<file path="config.mk">
export PLATFORM = sky130hd
export DESIGN_NAME = pit_speaker_tone_synth_core
export DESIGN_NICKNAME = d
export VERILOG_FILES = /design/src/pst_pkg.sv /design/src/pit_speaker_tone_synth_core.sv /design/src/pst_div.sv /design/src/pst_dp.sv /design/src/pst_ctrl.sv
export SDC_FILE = /design/constraint.sdc
export NUM_CORES = 1
export LEC_CHECK = 0
export BUFFER_PORTS_ARGS = -buffer_cell sky130_fd_sc_hd__buf_4
export CORE_ASPECT_RATIO = 1.4
export CORE_UTILIZATION = 40
export DETAILED_ROUTE_END_ITERATION = 10
export GPL_ROUTABILITY_DRIVEN = 0
export SLEW_MARGIN = 10
export SYNTH_ARGS = -nofsm -noshare
export SYNTH_HDL_FRONTEND = slang
export SYNTH_HIERARCHICAL = 1
export SYNTH_SLANG_ARGS = --single-unit
export TNS_END_PERCENT = 20
</file>
<file path="constraint.sdc">
create_clock -name i_clk -period 4.8 [get_ports i_clk]
set_input_delay 0.96 -clock i_clk [delete_from_list [all_inputs] [get_ports i_clk]]
set_output_delay 0.96 -clock i_clk [all_outputs]
set_load 0.1 [all_outputs]
</file>
<file path="src/pst_pkg.sv">
// shared types, constants and helpers for the pit speaker tone synth
`timescale 1ns / 1ps
package pst_pkg;

    localparam int PHASE_W    = 52;
    localparam int FRAC_W     = 32;
    localparam int INT_W      = PHASE_W - FRAC_W;
    localparam int CNT_W      = 17;
    localparam int STEP_W     = 40;
    localparam int LVL_W      = 8;
    localparam int BURST_W    = 7;
    localparam int CFG_IDX_W  = 2;
    localparam int CFG_DATA_W = 40;

    localparam logic [CFG_IDX_W-1:0] CFG_STEP    = 2'd0;
    localparam logic [CFG_IDX_W-1:0] CFG_SILENCE = 2'd1;
    localparam logic [CFG_IDX_W-1:0] CFG_HIGH    = 2'd2;
    localparam logic [CFG_IDX_W-1:0] CFG_LOW     = 2'd3;

    localparam logic [LVL_W-1:0] RST_SILENCE = 8'd128;
    localparam logic [LVL_W-1:0] RST_HIGH    = 8'd255;
    localparam logic [LVL_W-1:0] RST_LOW     = 8'd0;

    localparam logic [2:0] MODE_TERM        = 3'd0;
    localparam logic [2:0] MODE_ONESHOT     = 3'd1;
    localparam logic [2:0] MODE_RATE        = 3'd2;
    localparam logic [2:0] MODE_SQUARE      = 3'd3;
    localparam logic [2:0] MODE_SW_STROBE   = 3'd4;
    localparam logic [2:0] MODE_HW_STROBE   = 3'd5;
    localparam logic [2:0] MODE_RATE_ALT    = 3'd6;
    localparam logic [2:0] MODE_SQUARE_ALT  = 3'd7;

    localparam logic [CNT_W-1:0] FULL_COUNT = 17'h10000;

    typedef struct packed {
        logic [15:0]        reload_value;
        logic [2:0]         timer_mode;
        logic               gate_level;
        logic               speaker_on;
        logic [15:0]        generation;
        logic [BURST_W-1:0] burst_len;
    } t_in_item;

    typedef struct packed {
        logic [LVL_W-1:0] sample_value;
        logic             last_sample;
    } t_out_item;

    typedef struct packed {
        logic load_item;
        logic div_start;
        logic take_rem;
        logic load_out;
        logic add_step;
        logic clamp;
    } t_dp_cmd;

    typedef struct packed {
        logic remain_zero;
        logic remain_one;
        logic gate;
        logic mod_mode;
        logic div_done;
        logic out_free;
    } t_dp_stat;

    function automatic logic [2:0] canon_mode(input logic [2:0] m);
        logic [2:0] r;
        case (m)
            MODE_RATE_ALT:   r = MODE_RATE;
            MODE_SQUARE_ALT: r = MODE_SQUARE;
            default:         r = m;
        endcase
        return r;
    endfunction

endpackage

</file>
<file path="src/pit_speaker_tone_synth_core.sv">
// top level of the pit speaker tone synth
// sequence: request loaded and checked, then first sample registered; when the
//   gate is high in modes 2 and 3 the phase gets a remainder pass first
// throughput: one sample per cycle with gate low, unless the output stalls;
//   clamped modes add and clamp after each sample, modes 2 and 3 add and reduce
// reset: synchronous active low, clears phase and held control word and
//   loads register defaults; no clearing pass
`timescale 1ns / 1ps
module pit_speaker_tone_synth_core #(
    parameter int MAX_BURST = 64
) (
    input  logic                           i_clk,
    input  logic                           i_rst_n,
    input  logic                           i_cfg_we,
    input  logic [pst_pkg::CFG_IDX_W-1:0]  i_cfg_idx,
    input  logic [pst_pkg::CFG_DATA_W-1:0] i_cfg_wdata,
    input  logic                           i_in_valid,
    output logic                           o_in_ready,
    input  pst_pkg::t_in_item              i_in_data,
    output logic                           o_out_valid,
    input  logic                           i_out_ready,
    output pst_pkg::t_out_item             o_out_data
);
    import pst_pkg::*;

    t_dp_cmd  cmd;
    t_dp_stat stat;

    pst_ctrl u_ctrl (
        .i_clk      (i_clk),
        .i_rst_n    (i_rst_n),
        .i_in_valid (i_in_valid),
        .o_in_ready (o_in_ready),
        .i_stat     (stat),
        .o_cmd      (cmd)
    );

    pst_dp #(
        .MAX_BURST (MAX_BURST)
    ) u_dp (
        .i_clk       (i_clk),
        .i_rst_n     (i_rst_n),
        .i_cfg_we    (i_cfg_we),
        .i_cfg_idx   (i_cfg_idx),
        .i_cfg_wdata (i_cfg_wdata),
        .i_in_data   (i_in_data),
        .i_cmd       (cmd),
        .o_stat      (stat),
        .o_out_valid (o_out_valid),
        .i_out_ready (i_out_ready),
        .o_out_data  (o_out_data)
    );

endmodule

</file>
<file path="src/pst_div.sv">
// restoring remainder unit, one quotient bit per cycle
`timescale 1ns / 1ps
module pst_div (
    input  logic                      i_clk,
    input  logic                      i_rst_n,
    input  logic                      i_start,
    input  logic [pst_pkg::INT_W-1:0] i_dividend,
    input  logic [pst_pkg::CNT_W-1:0] i_divisor,
    output logic                      o_done,
    output logic [pst_pkg::CNT_W-1:0] o_rem
);
    import pst_pkg::*;

    localparam int ITER_W = $clog2(INT_W);
    localparam logic [ITER_W-1:0] LAST_ITER = ITER_W'(INT_W - 1);

    logic              r_busy;
    logic              r_done;
    logic [ITER_W-1:0] r_iter;
    logic [INT_W-1:0]  r_dvd;
    logic [CNT_W-1:0]  r_rem;
    logic [CNT_W:0]    trial;
    logic [CNT_W:0]    diff;
    logic [CNT_W-1:0]  n_rem;

    always_comb begin
        trial = {r_rem, r_dvd[INT_W-1]};
        diff  = trial - {1'b0, i_divisor};
        n_rem = (trial >= {1'b0, i_divisor}) ? diff[CNT_W-1:0] : trial[CNT_W-1:0];
    end

    always_ff @(posedge i_clk) begin
        if (!i_rst_n) begin
            r_busy <= 1'b0;
            r_done <= 1'b0;
            r_iter <= '0;
        end else begin
            r_done <= 1'b0;
            if (i_start) begin
                r_busy <= 1'b1;
                r_iter <= '0;
            end else if (r_busy) begin
                r_iter <= r_iter + 1'b1;
                if (r_iter == LAST_ITER) begin
                    r_busy <= 1'b0;
                    r_done <= 1'b1;
                end
            end
        end
    end

    always_ff @(posedge i_clk) begin
        if (i_start) begin
            r_dvd <= i_dividend;
            r_rem <= '0;
        end else if (r_busy) begin
            r_dvd <= {r_dvd[INT_W-2:0], 1'b0};
            r_rem <= n_rem;
        end
    end

    assign o_done = r_done;
    assign o_rem  = r_rem;

endmodule

</file>
<file path="src/pst_dp.sv">
// datapath: config registers, held control word, phase, output register
`timescale 1ns / 1ps
module pst_dp #(
    parameter int MAX_BURST = 64
) (
    input  logic                           i_clk,
    input  logic                           i_rst_n,
    input  logic                           i_cfg_we,
    input  logic [pst_pkg::CFG_IDX_W-1:0]  i_cfg_idx,
    input  logic [pst_pkg::CFG_DATA_W-1:0] i_cfg_wdata,
    input  pst_pkg::t_in_item              i_in_data,
    input  pst_pkg::t_dp_cmd               i_cmd,
    output pst_pkg::t_dp_stat              o_stat,
    output logic                           o_out_valid,
    input  logic                           i_out_ready,
    output pst_pkg::t_out_item             o_out_data
);
    import pst_pkg::*;

    localparam logic [BURST_W-1:0] BURST_MAX = BURST_W'(MAX_BURST);

    logic [STEP_W-1:0]  r_step;
    logic [LVL_W-1:0]   r_lvl_silence;
    logic [LVL_W-1:0]   r_lvl_high;
    logic [LVL_W-1:0]   r_lvl_low;
    logic [PHASE_W-1:0] r_phase;
    logic [15:0]        r_held_reload;
    logic [2:0]         r_held_mode;
    logic               r_held_gate;
    logic [15:0]        r_held_gen;
    logic               r_spk;
    logic [BURST_W-1:0] r_remain;
    logic               r_out_valid;
    t_out_item          r_out_data;

    logic [CNT_W-1:0]   cnt;
    logic [CNT_W:0]     cnt_inc;
    logic [CNT_W-1:0]   half;
    logic [2:0]         cm;
    logic [2:0]         in_cm;
    logic [INT_W-1:0]   pint;
    logic               level;
    logic               mod_mode;
    logic               retrig;
    logic [BURST_W-1:0] sat_cnt;
    logic [PHASE_W-1:0] term;
    logic [PHASE_W-1:0] sum;
    logic               out_free;
    logic               div_done;
    logic [CNT_W-1:0]   div_rem;

    always_comb begin
        cnt      = (r_held_reload == 16'd0) ? FULL_COUNT : {1'b0, r_held_reload};
        cnt_inc  = {1'b0, cnt} + 1'b1;
        half     = cnt_inc[CNT_W:1];
        cm       = canon_mode(r_held_mode);
        in_cm    = canon_mode(i_in_data.timer_mode);
        pint     = r_phase[PHASE_W-1:FRAC_W];
        mod_mode = (cm == MODE_RATE) || (cm == MODE_SQUARE);
        term     = {3'b000, cnt_inc[CNT_W-1:0], {FRAC_W{1'b0}}};
        sum      = r_phase + {{(PHASE_W-STEP_W){1'b0}}, r_step};
        out_free = !r_out_valid || i_out_ready;
        sat_cnt  = (i_in_data.burst_len > BURST_MAX) ? BURST_MAX : i_in_data.burst_len;
        retrig   = (i_in_data.generation != r_held_gen) &&
                   ((i_in_data.reload_value != r_held_reload) ||
                    (in_cm != canon_mode(r_held_mode)) ||
                    (i_in_data.gate_level && !r_held_gate) ||
                    (in_cm == MODE_ONESHOT) || (in_cm == MODE_HW_STROBE));
        if (!r_held_gate) begin
            level = !((cm == MODE_TERM) || (cm == MODE_ONESHOT));
        end else begin
            case (cm)
                MODE_TERM, MODE_ONESHOT: level = pint >= {3'b000, cnt};
                MODE_RATE:               level = pint < {3'b000, cnt - 1'b1};
                MODE_SQUARE:             level = pint < {3'b000, half};
                default:                 level = pint != {3'b000, cnt};
            endcase
        end
    end

    pst_div u_div (
        .i_clk      (i_clk),
        .i_rst_n    (i_rst_n),
        .i_start    (i_cmd.div_start),
        .i_dividend (pint),
        .i_divisor  (cnt),
        .o_done     (div_done),
        .o_rem      (div_rem)
    );

    always_ff @(posedge i_clk) begin
        if (!i_rst_n) begin
            r_step        <= '0;
            r_lvl_silence <= RST_SILENCE;
            r_lvl_high    <= RST_HIGH;
            r_lvl_low     <= RST_LOW;
        end else if (i_cfg_we) begin
            case (i_cfg_idx)
                CFG_STEP:    r_step        <= i_cfg_wdata[STEP_W-1:0];
                CFG_SILENCE: r_lvl_silence <= i_cfg_wdata[LVL_W-1:0];
                CFG_HIGH:    r_lvl_high    <= i_cfg_wdata[LVL_W-1:0];
                CFG_LOW:     r_lvl_low     <= i_cfg_wdata[LVL_W-1:0];
                default:     ;
            endcase
        end
    end

    always_ff @(posedge i_clk) begin
        if (!i_rst_n) begin
            r_phase       <= '0;
            r_held_reload <= '0;
            r_held_mode   <= '0;
            r_held_gate   <= 1'b0;
            r_held_gen    <= '0;
            r_spk         <= 1'b0;
            r_remain      <= '0;
        end else begin
            if (i_cmd.load_item) begin
                if (retrig) begin
                    r_phase <= '0;
                end
                r_held_reload <= i_in_data.reload_value;
                r_held_mode   <= i_in_data.timer_mode;
                r_held_gate   <= i_in_data.gate_level;
                r_held_gen    <= i_in_data.generation;
                r_spk         <= i_in_data.speaker_on;
                r_remain      <= sat_cnt;
            end else if (i_cmd.add_step) begin
                r_phase <= sum;
            end else if (i_cmd.clamp) begin
                if (r_phase > term) begin
                    r_phase <= term;
                end
            end else if (i_cmd.take_rem) begin
                r_phase <= {{(INT_W-CNT_W){1'b0}}, div_rem, r_phase[FRAC_W-1:0]};
            end
            if (i_cmd.load_out) begin
                r_remain <= r_remain - 1'b1;
            end
        end
    end

    always_ff @(posedge i_clk) begin
        if (!i_rst_n) begin
            r_out_valid <= 1'b0;
        end else if (i_cmd.load_out) begin
            r_out_valid <= 1'b1;
        end else if (i_out_ready) begin
            r_out_valid <= 1'b0;
        end
    end

    always_ff @(posedge i_clk) begin
        if (i_cmd.load_out) begin
            r_out_data.sample_value <= !r_spk ? r_lvl_silence :
                                       (level ? r_lvl_high : r_lvl_low);
            r_out_data.last_sample  <= (r_remain == BURST_W'(1));
        end
    end

    always_comb begin
        o_stat.remain_zero = (r_remain == '0);
        o_stat.remain_one  = (r_remain == BURST_W'(1));
        o_stat.gate        = r_held_gate;
        o_stat.mod_mode    = mod_mode;
        o_stat.div_done    = div_done;
        o_stat.out_free    = out_free;
    end

    assign o_out_valid = r_out_valid;
    assign o_out_data  = r_out_data;

endmodule

</file>
<file path="src/pst_ctrl.sv">
// controller: sequences retrigger, sample emit, phase advance and reduction
`timescale 1ns / 1ps
module pst_ctrl (
    input  logic              i_clk,
    input  logic              i_rst_n,
    input  logic              i_in_valid,
    output logic              o_in_ready,
    input  pst_pkg::t_dp_stat i_stat,
    output pst_pkg::t_dp_cmd  o_cmd
);
    import pst_pkg::*;

    typedef enum logic [2:0] {
        S_IDLE,
        S_CHECK,
        S_PDIV,
        S_EMIT,
        S_ADD,
        S_FIX,
        S_DIV
    } t_state;

    t_state r_state;
    t_state n_state;

    always_comb begin
        n_state = r_state;
        o_cmd   = '0;
        case (r_state)
            S_IDLE: begin
                if (i_in_valid) begin
                    o_cmd.load_item = 1'b1;
                    n_state         = S_CHECK;
                end
            end
            S_CHECK: begin
                if (i_stat.remain_zero) begin
                    n_state = S_IDLE;
                end else if (i_stat.gate && i_stat.mod_mode) begin
                    o_cmd.div_start = 1'b1;
                    n_state         = S_PDIV;
                end else begin
                    n_state = S_EMIT;
                end
            end
            S_PDIV: begin
                if (i_stat.div_done) begin
                    o_cmd.take_rem = 1'b1;
                    n_state        = S_EMIT;
                end
            end
            S_EMIT: begin
                if (i_stat.out_free) begin
                    o_cmd.load_out = 1'b1;
                    if (i_stat.gate) begin
                        n_state = S_ADD;
                    end else if (i_stat.remain_one) begin
                        n_state = S_IDLE;
                    end
                end
            end
            S_ADD: begin
                o_cmd.add_step = 1'b1;
                n_state        = S_FIX;
            end
            S_FIX: begin
                if (i_stat.mod_mode) begin
                    o_cmd.div_start = 1'b1;
                    n_state         = S_DIV;
                end else begin
                    o_cmd.clamp = 1'b1;
                    n_state     = i_stat.remain_zero ? S_IDLE : S_EMIT;
                end
            end
            S_DIV: begin
                if (i_stat.div_done) begin
                    o_cmd.take_rem = 1'b1;
                    n_state        = i_stat.remain_zero ? S_IDLE : S_EMIT;
                end
            end
            default: n_state = S_IDLE;
        endcase
    end

    always_ff @(posedge i_clk) begin
        if (!i_rst_n) begin
            r_state <= S_IDLE;
        end else begin
            r_state <= n_state;
        end
    end

    assign o_in_ready = (r_state == S_IDLE);

endmodule

</file>
# Yosys cells after proc, flatten, opt, wreduce, memory -nomap -nowiden
# Cells that the tools add are included.
[word_totals]
ff_bits = 217
latchBits = 0
ramBits = 0
mem_bits_ro = 0
in_bits = 91
output_inout_bits = 11
elab_cells = 150
n_memories = 0
[op_classes]
add_sub_neg = 6
n_mul = 0
div_mod_pow = 0
n_lt_le_gt_ge = 6
n_eq_ne = 31
shifts = 0
n_mux = 49
n_bitwise = 2
reduce_logical = 35
[op_table]
columns = ["cell", "count"]
rows = [
  ["two-way mux 52 bit", 6],
  ["adder 52 x 40 -> 52 bit", 1],
  ["> comparator 52 x 49 -> 1 bit", 1],
  ["less-than comparator 20 x 17 -> 1 bit", 2],
  ["two-way mux 20 bit", 2],
  ["two-way mux 17 bit", 2],
  ["!= test 16 bit", 2],
  ["equality test 3 bit (second input constant)", 8],
  ["two-way mux 3 bit", 7],
  ["two-way mux 7 bit", 3],
  ["case mux 3 bit (7 select lines)", 1],
  [">= comparator 20 x 17 -> 1 bit", 1],
  ["two-way mux 1 bit", 20],
  ["!= test 20 x 17 -> 1 bit", 1],
  ["adder 17 x 1 -> 18 bit (second input constant)", 1],
  [">= comparator 18 x 17 -> 1 bit", 1],
  ["subtractor 17 x 1 -> 17 bit (second input constant)", 1],
  ["subtractor 17 bit", 1],
  ["zero test 16 bit", 1],
  ["two-way mux 8 bit", 2],
  ["equality test 3 x 2 -> 1 bit (second input constant)", 4],
  ["case mux 3 bit (2 select lines)", 2],
  ["equality test 3 x 1 -> 1 bit (second input constant)", 3],
  ["!= test 2 x 1 -> 1 bit (second input constant)", 4],
  ["other kinds (29)", 52],
]

# Logic depth before layout (Yosys ltp)
[logic_depth]
depth_word = 10
ltp_mapped = 20
mapped_depth_nobuf = 20

# Cells and area by module
# The synthesis kept the hierarchy.
[by_module_without_submodules]
columns = ["mod", "instances", "cells_each", "area_each_um2", "seq_area_each_um2"]
rows = [
  ["pst_dp", 1, 1424, 11828.8, 3493.4],
  ["pst_div", 1, 310, 2946.6, 1081.0],
  ["pst_ctrl", 1, 39, 297.8, 60.1],
]

# Worst setup path after synthesis
# No wires, ideal clock.
[synth_path]
path_kind = "register to register"
startpoint = "register u_dp.r_held_reload[8]"
endpoint = "register u_dp.r_out_data, in the netlist u_dp/o_out_data[1] (data pin)"
setup_time_ns = 0.270
t_arrival_ns = 3.980
required_ns = 4.530
path_slack_ns = 0.550
path_stages_with_launch = 21
cell_sequence = "dfxtp_1 -> buf_2 -> or4_1 -> nor4_2 -> nand3b_1 -> inv_1 -> a21oi_1 -> nor3_1 -> nand2_1 -> xnor2_1 -> ha_1 -> a21o_1 -> a21oi_1 -> a21boi_0 -> o21a_1 -> o211ai_1 -> a2111oi_0 -> nor2_1 -> o221ai_2 -> mux2i_1 -> a21oi_1"
[synth_between]
elab_chain_len = 8
word_cells_on_any_way = 12
cone_classes = "2 x add/sub; 3 x order compare; 1 x eq/ne; 5 x mux; 1 x reduce/logical"
[synth_lines]
columns = ["element", "line_no", "text"]
rows = [
  ["from (decl)", "pst_dp.sv:27", "logic [15:0] r_held_reload;"],
  ["from (signal assigned)", "pst_dp.sv:122", "r_held_reload <= i_in_data.reload_value;"],
  ["zero test 16 bit *", "pst_dp.sv:53", "cnt = (r_held_reload == 16'd0) ? FULL_COUNT : {1'b0, r_held_reload};"],
  ["two-way mux 17 bit *", "pst_dp.sv:53", ""],
  ["net u_dp.cnt[16]", "pst_dp.sv:36", "logic [CNT_W-1:0] cnt;"],
  ["adder 17 x 1 -> 18 bit or subtractor 17 x 1 -> 17 bit (tied branches)", "pst_dp.sv:54, pst_dp.sv:74", ""],
  ["less-than comparator 20 x 17 -> 1 bit (on tied branches)", "pst_dp.sv:75, pst_dp.sv:74", ""],
  ["case mux 1 bit (3 select lines) *", "pst_dp.sv:72", "case (cm)"],
  ["two-way mux 1 bit *", "pst_dp.sv:69", "if (!r_held_gate) begin"],
  ["two-way mux 8 bit *", "pst_dp.sv:156", "(level ? r_lvl_high : r_lvl_low);"],
  ["two-way mux 8 bit *", "pst_dp.sv:155", "r_out_data.sample_value <= !r_spk ? r_lvl_silence :"],
  ["to (decl)", "pst_dp.sv:34", "t_out_item r_out_data;"],
]
# Mark *: on every way through the listed nets, which the timed path passes. The rest lies on a longest branch.
# A chain may end at the register's enable or synchronous reset.

# Final worst setup path
[layout_path]
startpoint = "register u_dp.r_held_reload[8]"
endpoint = "register u_dp.r_phase[41]"
[layout_between]
elab_chain_len = 8
word_cells_on_any_way = 17
cone_classes = "1 x add/sub; 1 x order compare; 3 x eq/ne; 5 x mux; 7 x reduce/logical"
[layout_lines]
columns = ["element", "line_no", "text"]
rows = [
  ["parallel branches: the longest is 8 deep, another holds > comparator 52 x 49 -> 1 bit", "-", ""],
  ["to (signal assigned)", "pst_dp.sv:129", "r_phase <= sum;"],
  ["to (signal assigned)", "pst_dp.sv:132", "r_phase <= term;"],
  ["to (signal assigned)", "pst_dp.sv:135", "r_phase <= {{(INT_W-CNT_W){1'b0}}, div_rem, r_phase[FRAC_W-1:0]};"],
  ["to (decl)", "pst_dp.sv:26", "logic [PHASE_W-1:0] r_phase;"],
]
# Parallel ways; which one is timed is not known. The select of a mux whose other input is x is not followed.

==> impl_metrics.ini <==
[cts]
clock_path_buffers = 3
cts.sinks = 217
clkTransAtPathRegs_ns = 0.07
cts_max_level = 1
clock_latency_ns = 0.54
cts_buffers = 24
tritoncts = built
cts-root-buf = clkbuf_16

[logic_synthesis]
synthCells = 1773
synthFlopType = dfxtp_1
synth.distinct_cells = 95
synth_edf_count = 29
synth-seq-cells = 217
syn_area_sq_um = 15070
seq_area_frac_synth_pct = 30.75
synthArstFlopShare_pct = 0
syn_area_per_cell_sq_um = 8.502
ys_warn_count = 6

[final_layout]
antennaDiodeCount = 0
drive_gt1_share_pct = 13.14
final_cell_mix = 211 x nand2_1, 188 x dfxtp_1, 130 x buf_4, 129 x ha_1, 106 x a21oi_1
fillers = 3608
design_area_sq_um = 17000
fin_util_pct = 46.11
final_common_cell = nand2_1
nets = 2046
area_growth_pct = 12.77

[sta]
tightest_slew_ns = 0.8544
slew_viol_final = 0
tns_ns = 0
hold_violations = 0
whs_ns = 0.4665
max_freq_mhz = 222.8
relSlewSlack_pct = 43.04
setup_viol = 0
rsz0062_at_grt = false
timing.final.crit_period_ns = 4.488
skew_ns = 0.01511
fin_crit_sh_pct = 93.49

[worst_setup_path]
arrival_ns = 4.88
critPathMaxFanout = 11
r2r_setup_slack_ns = 0.31
rr_startpoint = u_dp/r_held_reload[8]
worst-endpoint-required_ns = 5.19
worstSetupEndpointType = flip-flop
r2r_end = u_dp/r_phase[41]
reg2reg_depth = 17
path_class = flip-flop to flip-flop
startpoint_type = flip-flop

[floorplan]
std_cell_rows = 83
die_y_um = 231.7
die_x_um = 166.1
core-area_sq_um = 36870
io_pins = 102
die_area_sq_um = 38470
initial_utilization_pct = 40.89

[min_path]
hold_start = u_dp/r_lvl_high[6]
hold_path_end = u_dp/r_lvl_high[6]
hold_path_depth = 2
hp-class = flip-flop to flip-flop

[drt]
wire_per_inst_um = 17.90
num_vias = 13035
drc = 1
drtPass1Iterations = 8
ant_nets = 0
via_per_inst = 5.645
drt-total-wl_um = 41340
drt-initial-drc-count = 785

[grt]
track_usage_pct = 21.25
grt_remaining_overflow = 0
grt_start_max_net_pins = 98
grt_pass1_vias = 12902
antenna_found_initial = 0
grt_first_pass_wirelength_um = 66460

[power_and_ir_drop]
cellLeakagePower_nw = 6.958
pwr_density_cell_nw_per_um2 = 441.2
ir_worst_vdd_mv = 0.3053

[placement]
dpl_cell_area_sq_um = 16160
io_buffers = 101
dp_hpwl_um = 30950

[flow_run]
maxCapViolations = 0

[run_status]
violations = DRC
status = finished with violations
## cell families (layout without fill, tap and decap cells)
logic type / Yosys count / count (layout) / share of synthesized area, %
and+or+nand+nor: 599 / 599 / 19.92
xor gates and xnor gates: 116 / 116 / 6.740
buffers and inverters: 182 / 250 / 5.122
muxes: 86 / 86 / 5.894
AOI/OAI and AO/OA: 441 / 441 / 20.58
adders and majority gates: 131 / 131 / 10.97
DFF: 217 / 217 / 30.75
other: 1 / 2 / 0.02488
## synthesized netlist by cell type, types with 20 or more instances
master / instances / area [sq um]
nand2_1: 211 / 792.0
dfxtp_1: 188 / 3764
ha_1: 129 / 1614
a21oi_1: 106 / 530.5
nor2_1: 98 / 367.9
nor2b_1: 87 / 544.3
xnor2_1: 84 / 735.7
clkbuf_1: 82 / 307.8
inv_1: 75 / 281.5
mux2i_1: 64 / 640.6
a21boi_0: 52 / 390.4
o21ai_0: 47 / 235.2
nand3_1: 45 / 225.2
a21o_1: 32 / 240.2
xor2_1: 32 / 280.3
nand4_1: 31 / 193.9
a22oi_1: 30 / 225.2
edfxtp_1: 29 / 870.8
mux2_2: 22 / 247.7
nor4_1: 20 / 125.1
## cell type report
cell class              instances  area (sq um)  area share [%]
flip-flops and latches        217          4634           27.27
clock buffers                  35         703.2           4.137
well taps                     467         584.3           3.438
inverters                      75         281.5           1.656
repair buffers                131         987.2           5.808
clock inverters                 9         101.3          0.5962
multi-input cells            1375          9706           57.10
## worst max-delay path, cell delays in order (launching register included)
cell and delay (ns):
dfxtp_1 0.31, or4_1 0.61, nor4_2 0.26, nand3b_1 0.27, nand4_1 0.27, nor3_1 0.09
xnor2_1 0.18, ha_1 0.32, nand3_1 0.16, nor4_4 0.30, nand2_1 0.12, or4_1 0.56
o211ai_2 0.12, o21ai_2 0.15, o21bai_4 0.20, nor2_2 0.16, o211ai_1 0.13, o311ai_1 0.11
## how the worst max path moves through the flow
stage	startpoint	endpoint	depth (start not counted)
after floorplan	u_dp/r_held_reload[8]	u_dp/o_out_data[1]	20
after CTS	u_dp/r_held_reload[8]	u_dp/o_out_data[3]	20
final	u_dp/r_held_reload[8]	u_dp/r_phase[41]	17
after global placement	u_dp/r_held_reload[8]	u_dp/o_out_data[4]	20
after global routing	u_dp/r_held_reload[8]	u_dp/o_out_data[3]	20
after detailed placement	u_dp/r_held_reload[8]	u_dp/o_out_data[3]	20
## repair_timing
action	4_1_cts	5_1_grt
setup endpoints to repair	0	11
hold buffers	0	0
resized for setup	0	4
setup buffers	0	2
## stage by stage
| stage | setup slack, ns | power [mW] | std cells |
|---|---|---|---|
| after floorplan | 0.5499 | 4.802 | 1774 |
| after global placement | 0.3328 | 5.537 | 2263 |
| after detailed placement | 0.08751 | 5.580 | 2263 |
| after CTS | 0.05545 | 7.531 | 2307 |
| after global routing | 0.007219 | 7.970 | 2309 |
| final | 0.3123 | 7.499 | 2309 |
## report_power, final
part	internal, mW	switching, mW
sequential	2.04	0.228
clock	1.12	0.776
combinational	1.37	1.96
## registers in the layout (all words and copies together), names as in the netlist, 3 cells and up
signal,flops
u_dp/r_phase,52
u_dp/r_step,40
u_dp/u_div/r_dvd,20
u_dp/u_div/o_rem,17
u_dp/r_held_gen,16
u_dp/r_held_reload,16
u_dp/o_out_data,9
u_dp/r_lvl_high,8
u_dp/r_lvl_low,8
u_dp/r_lvl_silence,8
u_dp/r_remain,7
u_dp/u_div/r_iter,5
u_ctrl/r_state,3
u_dp/r_held_mode,3
## routing by layer
layer  wire length, um  share of wire [%]  GRT usage, %
met1             16520                 40         24.11
met2             21440                 52         40.11
met3              1907                4.6         2.169
met4              1470                3.6         9.083
met5                 0                  0             0
Note: power is estimated with default switching activity, not from simulation.
